## config.mk

```make
export PLATFORM = sky130hd
export DESIGN_NAME = frame_decode_checksum_verify
export DESIGN_NICKNAME = d
export VERILOG_FILES = /design/src/hdl/fdc_pkg.sv /design/src/hdl/fdc_parser.sv /design/src/hdl/fdc_outbuf.sv /design/src/hdl/frame_decode_checksum_verify.sv
export SDC_FILE = /design/constraint.sdc
export NUM_CORES = 1
export LEC_CHECK = 0
export BUFFER_PORTS_ARGS = -buffer_cell sky130_fd_sc_hd__buf_2
export CORE_MARGIN = 4
export CORE_UTILIZATION = 59
export DETAILED_ROUTE_END_ITERATION = 8
export GPL_TIMING_DRIVEN = 0
export PLACE_DENSITY = 0.78
export SETUP_SLACK_MARGIN = 0.3
export SLEW_MARGIN = 40
export SYNTH_ARGS = -nofsm -noshare
export SYNTH_HDL_FRONTEND = slang
export SYNTH_HIERARCHICAL = 1
export SYNTH_SLANG_ARGS = --single-unit
```

## constraint.sdc

```tcl
create_clock -name i_clk -period 2.59 [get_ports i_clk]
set_input_delay 0.1295 -clock i_clk [delete_from_list [all_inputs] [get_ports i_clk]]
set_output_delay 0.1295 -clock i_clk [all_outputs]
set_load 0.005 [all_outputs]
```

## src/hdl/fdc_pkg.sv

```systemverilog
`default_nettype none
package fdc_pkg;

    // start-of-frame marker byte
    localparam logic [7:0] START_MARK = 8'd126;

    // parser phases, one-hot
    typedef enum logic [4:0] {
        PH_HUNT = 5'b00001,
        PH_SIZE = 5'b00010,
        PH_SEQT = 5'b00100,
        PH_CHK  = 5'b01000,
        PH_DATA = 5'b10000
    } t_phase;

    // one result item
    typedef struct packed {
        logic [7:0] data_byte;
        logic       data_valid;
        logic       frame_done;
        logic [6:0] frame_length;
        logic [4:0] seq_number;
        logic [3:0] frame_type;
        logic       checksum_ok;
    } t_result;

endpackage
`default_nettype wire

```

## src/hdl/fdc_parser.sv

```systemverilog
`default_nettype none
module fdc_parser (
    input  wire logic            i_clk,
    input  wire logic            i_rst_n,
    input  wire logic            i_step,
    input  wire logic [7:0]      i_byte,
    output fdc_pkg::t_result     o_result,
    output logic                 o_result_valid
);

    fdc_pkg::t_phase r_phase, n_phase;
    logic [7:0] r_sum, n_sum;
    logic [6:0] r_length, n_length;
    logic [6:0] r_left, n_left;
    logic [4:0] r_seq, n_seq;
    logic [3:0] r_type, n_type;
    logic [7:0] sum_add;

    assign sum_add = r_sum + i_byte;

    // per-byte parser step
    always_comb begin
        n_phase  = r_phase;
        n_sum    = r_sum;
        n_length = r_length;
        n_left   = r_left;
        n_seq    = r_seq;
        n_type   = r_type;
        o_result_valid         = 1'b0;
        o_result.data_byte     = 8'd0;
        o_result.data_valid    = 1'b0;
        o_result.frame_done    = 1'b0;
        o_result.frame_length  = r_length;
        o_result.seq_number    = r_seq;
        o_result.frame_type    = r_type;
        o_result.checksum_ok   = 1'b0;
        case (r_phase)
            fdc_pkg::PH_SIZE: begin
                n_sum    = i_byte;
                n_length = i_byte[7:1];
                n_left   = i_byte[7:1];
                n_seq    = {i_byte[0], 4'd0};
                n_phase  = fdc_pkg::PH_SEQT;
            end
            fdc_pkg::PH_SEQT: begin
                // high nibble is the low part of the sequence, low nibble the type
                n_sum   = sum_add;
                n_seq   = {r_seq[4], i_byte[7:4]};
                n_type  = i_byte[3:0];
                n_phase = fdc_pkg::PH_CHK;
            end
            fdc_pkg::PH_CHK: begin
                n_sum = sum_add;
                if (r_left == 7'd0) begin
                    // empty payload completes on the checksum byte
                    n_phase                = fdc_pkg::PH_HUNT;
                    o_result_valid         = 1'b1;
                    o_result.frame_done    = 1'b1;
                    o_result.checksum_ok   = (sum_add == 8'd0);
                end else begin
                    n_phase = fdc_pkg::PH_DATA;
                end
            end
            fdc_pkg::PH_DATA: begin
                n_sum  = sum_add;
                n_left = r_left - 7'd1;
                o_result_valid       = 1'b1;
                o_result.data_byte   = i_byte;
                o_result.data_valid  = 1'b1;
                if (r_left == 7'd1) begin
                    n_phase              = fdc_pkg::PH_HUNT;
                    o_result.frame_done  = 1'b1;
                    o_result.checksum_ok = (sum_add == 8'd0);
                end
            end
            default: begin
                // hunting, stray bytes dropped
                n_phase = fdc_pkg::PH_HUNT;
                if (i_byte == fdc_pkg::START_MARK) begin
                    n_sum   = 8'd0;
                    n_phase = fdc_pkg::PH_SIZE;
                end
            end
        endcase
    end

    // parser state
    always_ff @(posedge i_clk) begin
        if (!i_rst_n) begin
            r_phase  <= fdc_pkg::PH_HUNT;
            r_sum    <= 8'd0;
            r_length <= 7'd0;
            r_left   <= 7'd0;
            r_seq    <= 5'd0;
            r_type   <= 4'd0;
        end else if (i_step) begin
            r_phase  <= n_phase;
            r_sum    <= n_sum;
            r_length <= n_length;
            r_left   <= n_left;
            r_seq    <= n_seq;
            r_type   <= n_type;
        end
    end

endmodule
`default_nettype wire

```

## src/hdl/fdc_outbuf.sv

```systemverilog
`default_nettype none
module fdc_outbuf (
    input  wire logic             i_clk,
    input  wire logic             i_rst_n,
    input  wire logic             i_push,
    input  wire fdc_pkg::t_result i_data,
    output logic                  o_full,
    output logic                  o_valid,
    output fdc_pkg::t_result      o_data,
    input  wire logic             i_stall
);

    logic             r_main_valid;
    logic             r_skid_valid;
    fdc_pkg::t_result r_main;
    fdc_pkg::t_result r_skid;
    logic             out_take;

    assign out_take = r_main_valid && !i_stall;
    assign o_full   = r_skid_valid;
    assign o_valid  = r_main_valid;
    assign o_data   = r_main;

    // control: main holds the presented transfer, skid catches one more
    always_ff @(posedge i_clk) begin
        if (!i_rst_n) begin
            r_main_valid <= 1'b0;
            r_skid_valid <= 1'b0;
        end else if (!r_main_valid || out_take) begin
            r_main_valid <= r_skid_valid || i_push;
            r_skid_valid <= 1'b0;
        end else if (i_push) begin
            r_skid_valid <= 1'b1;
        end
    end

    // payload
    always_ff @(posedge i_clk) begin
        if (!r_main_valid || out_take) begin
            r_main <= r_skid_valid ? r_skid : i_data;
        end else if (i_push) begin
            r_skid <= i_data;
        end
    end

endmodule
`default_nettype wire

```

## src/hdl/frame_decode_checksum_verify.sv

```systemverilog
// Receive-side byte deframer with an 8-bit additive checksum.
// Input channel: i_valid / o_stall carry one link byte per transfer on i_rx_byte.
// Bytes are dropped until the start marker arrives; then come a size byte,
// a sequence/type byte, a checksum byte and the payload bytes.
// Output channel: o_valid / i_stall carry one result per payload byte, or one
// result on the checksum byte of an empty frame; header bytes give none.
// Frame fields (length, sequence, type) ride on every result; o_checksum_ok
// is set with o_frame_done when the byte sum after the marker is zero.
// Throughput: one byte per cycle while o_stall is low; the parser state advances on each accepted byte.
// Each result is registered in the output buffer before it is shown; a receiver stall can hold it in the skid entry.
// A two-entry output register decouples the sides: while the receiver stalls
// one more result is absorbed, then o_stall rises until the receiver drains.
// Reset (synchronous, active low) returns the parser to hunting, clears the
// checksum and held fields and empties the output register.
`default_nettype none
module frame_decode_checksum_verify (
    input  wire logic       i_clk,
    input  wire logic       i_rst_n,
    input  wire logic       i_valid,
    output logic            o_stall,
    input  wire logic [7:0] i_rx_byte,
    output logic            o_valid,
    input  wire logic       i_stall,
    output logic [7:0]      o_data_byte,
    output logic            o_data_valid,
    output logic            o_frame_done,
    output logic [6:0]      o_frame_length,
    output logic [4:0]      o_seq_number,
    output logic [3:0]      o_frame_type,
    output logic            o_checksum_ok
);

    logic             in_take;
    logic             res_valid;
    logic             buf_full;
    fdc_pkg::t_result res;
    fdc_pkg::t_result out_res;

    assign o_stall = buf_full;
    assign in_take = i_valid && !buf_full;

    // byte parser
    fdc_parser u_parser (
        .i_clk          (i_clk),
        .i_rst_n        (i_rst_n),
        .i_step         (in_take),
        .i_byte         (i_rx_byte),
        .o_result       (res),
        .o_result_valid (res_valid)
    );

    // output register with skid
    fdc_outbuf u_outbuf (
        .i_clk   (i_clk),
        .i_rst_n (i_rst_n),
        .i_push  (in_take && res_valid),
        .i_data  (res),
        .o_full  (buf_full),
        .o_valid (o_valid),
        .o_data  (out_res),
        .i_stall (i_stall)
    );

    assign o_data_byte    = out_res.data_byte;
    assign o_data_valid   = out_res.data_valid;
    assign o_frame_done   = out_res.frame_done;
    assign o_frame_length = out_res.frame_length;
    assign o_seq_number   = out_res.seq_number;
    assign o_frame_type   = out_res.frame_type;
    assign o_checksum_ok  = out_res.checksum_ok;

endmodule
`default_nettype wire
```

==> results.yml <==
global_routing:
  grt.overflow.total: 0
  grtUsageTotal: 0.209
  antenna_found_initial: 0
  grt_pass1_wl_mm: 14.0
  grt_start_max_net_pins: 30
  grt_pass1_vias: 2744
sta:
  setup_slack_ns: 0.336
  setup_viol_count_final: 0
  fin_crit_ns: 2.25
  clock.fmax_mhz: 444
  finalCritPeriodShare: 0.870
  timing.final.hold_violations: 0
  worstMarginPinSlew_ns: 0.653
  rsz0062_at_grt: "yes"
  slew_violations: 0
  fin_skew_ns: 0.0125
  max_slew_margin: 0.563
  worst_hold_slack_ns: 0.0367
placed_design:
  pre_cts_ws_ns: 0.104
  dp.cells: 494
  io_buffer_count: 40
  gp_congestion: 0.888
  place_area_um2: 4690
  dp_hpwl_mm: 5.94
worst_setup_path:
  crit_chain: "ha_2, inv_1, fa_2, nor2b_2, o22a_1, xor2_2, nor4b_2, and4_1, mux2_2"
  start_kind: "flop"
  slowest_stage: "fa_2"
  timing.rr.end: "u_outbuf/o_data[0]"
  arrival_ns: 2.38
  r2r-start: "u_parser/r_sum[0]"
  required_ns: 2.71
  rrSetupSlack_ns: 0.34
  reg2reg_depth: 9
  worstPathMaxFanout: 2
  cpPeakStageDelay_ns: 0.35
  endpoint_kind: "flop"
  worstSetupPathType: "flop to flop"
  crit_start: "u_parser/r_sum[0]"
  endpoint: "u_outbuf/o_data[0]"
finish:
  layout.cells.non_filler: 513
  fillers: 543
  multiInputGateArea_um2: 1850
  seq_area_um2: 2380
  stdcell_area_um2: 4920
  drive_above_1_share: 0.280
  antenna_cells: 0
  layout.nets: 431
  synthToLayoutAreaGrowth_pct: 12.9
synth:
  async_flop_share: 0
  synth_ff_type: "edfxtp_1"
  synth-seq-cells: 92
  netlist_area_um2: 4360
  yosys.cell_types.count: 62
  yosys_warnings: 6
  yosysSeqAreaShare: 0.546
  synth_fp_nets: 377
  syn_inst: 355
  synth.avg_cell_area_um2: 12.3
  synth-edff-count: 54
die:
  start_util: 0.604
  ios: 41
  core-area_um2: 7210
  die_y_um: 94.0
  num_rows: 31
  die-area_um2: 8830
  die_w_um: 94.0
power:
  netSwitchingPower_uw: 583
  p_comb_frac: 0.033
  swShare: 0.233
  p_seq_frac: 0.611
  p_clk_frac: 0.356
  max-vdd-ir-drop_v: 0.000235
  power_density_nw_per_um2: 509
  p_leak_nw: 2.02
  power.internal_mw: 1.92
drt:
  drt_iter0_drc: 179
  routed_wl_mm: 8.83
  vias: 2984
  drc: 0
  viasPerCell: 5.82
  ant_nets: 0
  dr.pass1.iters: 5
  wl_per_cell_um: 17.2
clock_network:
  cts_root_buffer: "clkbuf_8"
  numCtsBuffers: 9
  clkTransAtPathRegs_ns: 0.10
  htreeDepth: 3
  cts-hold-fix-buffers: 0
  cts.sinks: 92
  clock_latency_ns: 0.36
  cts_tree: "done"
  clk_path_buf_depth: 2
worst_hold_path:
  hold_path.class: "input port to flop"
run_status:
  outcome: "finished, final reports clean"
flow_run:
  cap_violations: 0
-- power groups by stage --
stage	sequential, mW	clock (mW)	combinational [mW]
2_1_floorplan	1.56	0	0.0399
3_3_place_gp	1.56	0	0.0758
3_5_place_dp	1.56	0	0.0767
4_1_cts	1.53	0.918	0.0778
5_1_grt	1.53	0.983	0.0880
6_report	1.53	0.892	0.0816
-- cells in the mapped netlist (3+ instances only) --
library cell / instances / area [um2]
edfxtp_1: 54 / 1620
dfxtp_1: 38 / 761
nand2_1: 34 / 128
o21ai_0: 20 / 100
mux2_4: 19 / 285
a21boi_0: 17 / 128
nor2b_1: 12 / 75.1
ha_1: 9 / 113
mux2i_1: 9 / 90.1
a21oi_1: 8 / 40.0
and2_1: 8 / 50.1
mux2_2: 8 / 90.1
clkbuf_1: 7 / 26.3
inv_1: 7 / 26.3
nand3_1: 7 / 35.0
nor2_1: 6 / 22.5
nor3_1: 5 / 25.0
o211a_1: 5 / 50.1
o211ai_1: 5 / 37.5
xor2_1: 5 / 43.8
a31oi_1: 4 / 25.0
buf_2: 4 / 20.0
buf_6: 4 / 45.0
o21a_1: 4 / 30.0
and3_1: 3 / 18.8
nand4b_1: 3 / 26.3
nor2_2: 3 / 18.8
-- registers in the layout (all words and copies together), names as in the netlist --
name	flops
u_parser/r_left	7
u_outbuf/o_valid	1
u_parser/r_phase	5
u_outbuf/o_data	27
u_outbuf/o_full	1
u_outbuf/r_skid	27
u_parser/r_sum	8
u_parser/r_type	4
u_parser/r_length	7
u_parser/r_seq	5
-- worst max-delay path: cells and delay by family (launching register included) --
family	cells	cell delay [ns]
AOI/OAI and AO/OA	1	0.18
xor gates and xnor gates	1	0.18
adders and majority gates	2	0.53
buffers and inverters	1	0.05
DFF	1	0.34
muxes	1	0.28
and+or+nand+nor	3	0.46
-- cells by family after synthesis --
group	count (synthesis)	synth area share
AOI/OAI and AO/OA	80	0.126
DFF	92	0.546
muxes	36	0.107
adders and majority gates	10	0.0304
xor gates and xnor gates	8	0.0178
buffers and inverters	26	0.0388
and+or+nand+nor	103	0.133
-- layer usage --
metal / track usage / part of all wire
met5: 0 / 0
met4: 0.0866 / 0.027
met3: 0.0529 / 0.056
met2: 0.326 / 0.47
met1: 0.279 / 0.44
-- how the worst min path moves through the flow --
| stage | startpoint | slack, ns | cells past startpoint | to |
|---|---|---|---|---|
| finish | i_rst_n | 0.04 | 2 | u_outbuf/o_valid |
| global route | i_rst_n | 0.02 | 2 | u_outbuf/o_valid |
| CTS | i_rst_n | 0.02 | 2 | u_outbuf/o_valid |
| detailed placement | i_rst_n | 0.42 | 2 | u_outbuf/o_valid |
| global placement | i_rst_n | 0.42 | 2 | u_outbuf/o_full |
| floorplan | i_rx_byte[7] | 0.27 | 2 | u_parser/r_seq[3] |
-- area by class of cell --
cell class / count / area share
Buffer: 18 / 0.0282
Clock buffer: 9 / 0.0252
Clock inverter: 7 / 0.0117
Inverter: 8 / 0.00610
Multi-Input combinational cell: 238 / 0.375
Sequential cell: 92 / 0.484
Tap cell: 99 / 0.0252
Timing Repair Buffer: 42 / 0.0437
-- through the flow --
step | power, mW | util | TNS [ns]
detailed placement | 1.64 | 0.650 | 0
finish | 2.50 | 0.682 | 0
floorplan | 1.60 | - | 0
global route | 2.60 | 0.682 | 0
CTS | 2.52 | 0.677 | 0
global placement | 1.64 | 0.649 | -4.27
-- layout by cell type (no fill, tap or decap), types with 3 or more instances in the layout --
master / count
nor2_2: 3
nand2_1: 33
o21ai_0: 20
mux2_4: 19
a21boi_0: 17
dfxtp_1: 37
nand3_1: 7
o211a_1: 5
buf_6: 4
ha_1: 8
inv_1: 7
mux2i_1: 9
buf_2: 44
nor3_1: 5
mux2_2: 8
and2_1: 8
clkbuf_1: 7
buf_4: 3
o211ai_1: 5
a31oi_1: 4
nor2b_1: 11
a21oi_1: 8
nand4b_1: 3
clkbuf_8: 9
xor2_1: 4
nor2_1: 6
edfxtp_1: 54
o21a_1: 4
-- timing repair --
| item | 4_1_cts | 5_1_grt |
|---|---|---|
| gates cloned | 0 | 1 |
| setup buffers | 0 | 2 |
| pin swaps | 0 | 2 |
| resized for setup | 3 | 5 |
| setup endpoints to repair | 28 | 28 |
Note: power is estimated with default switching activity, not from simulation.
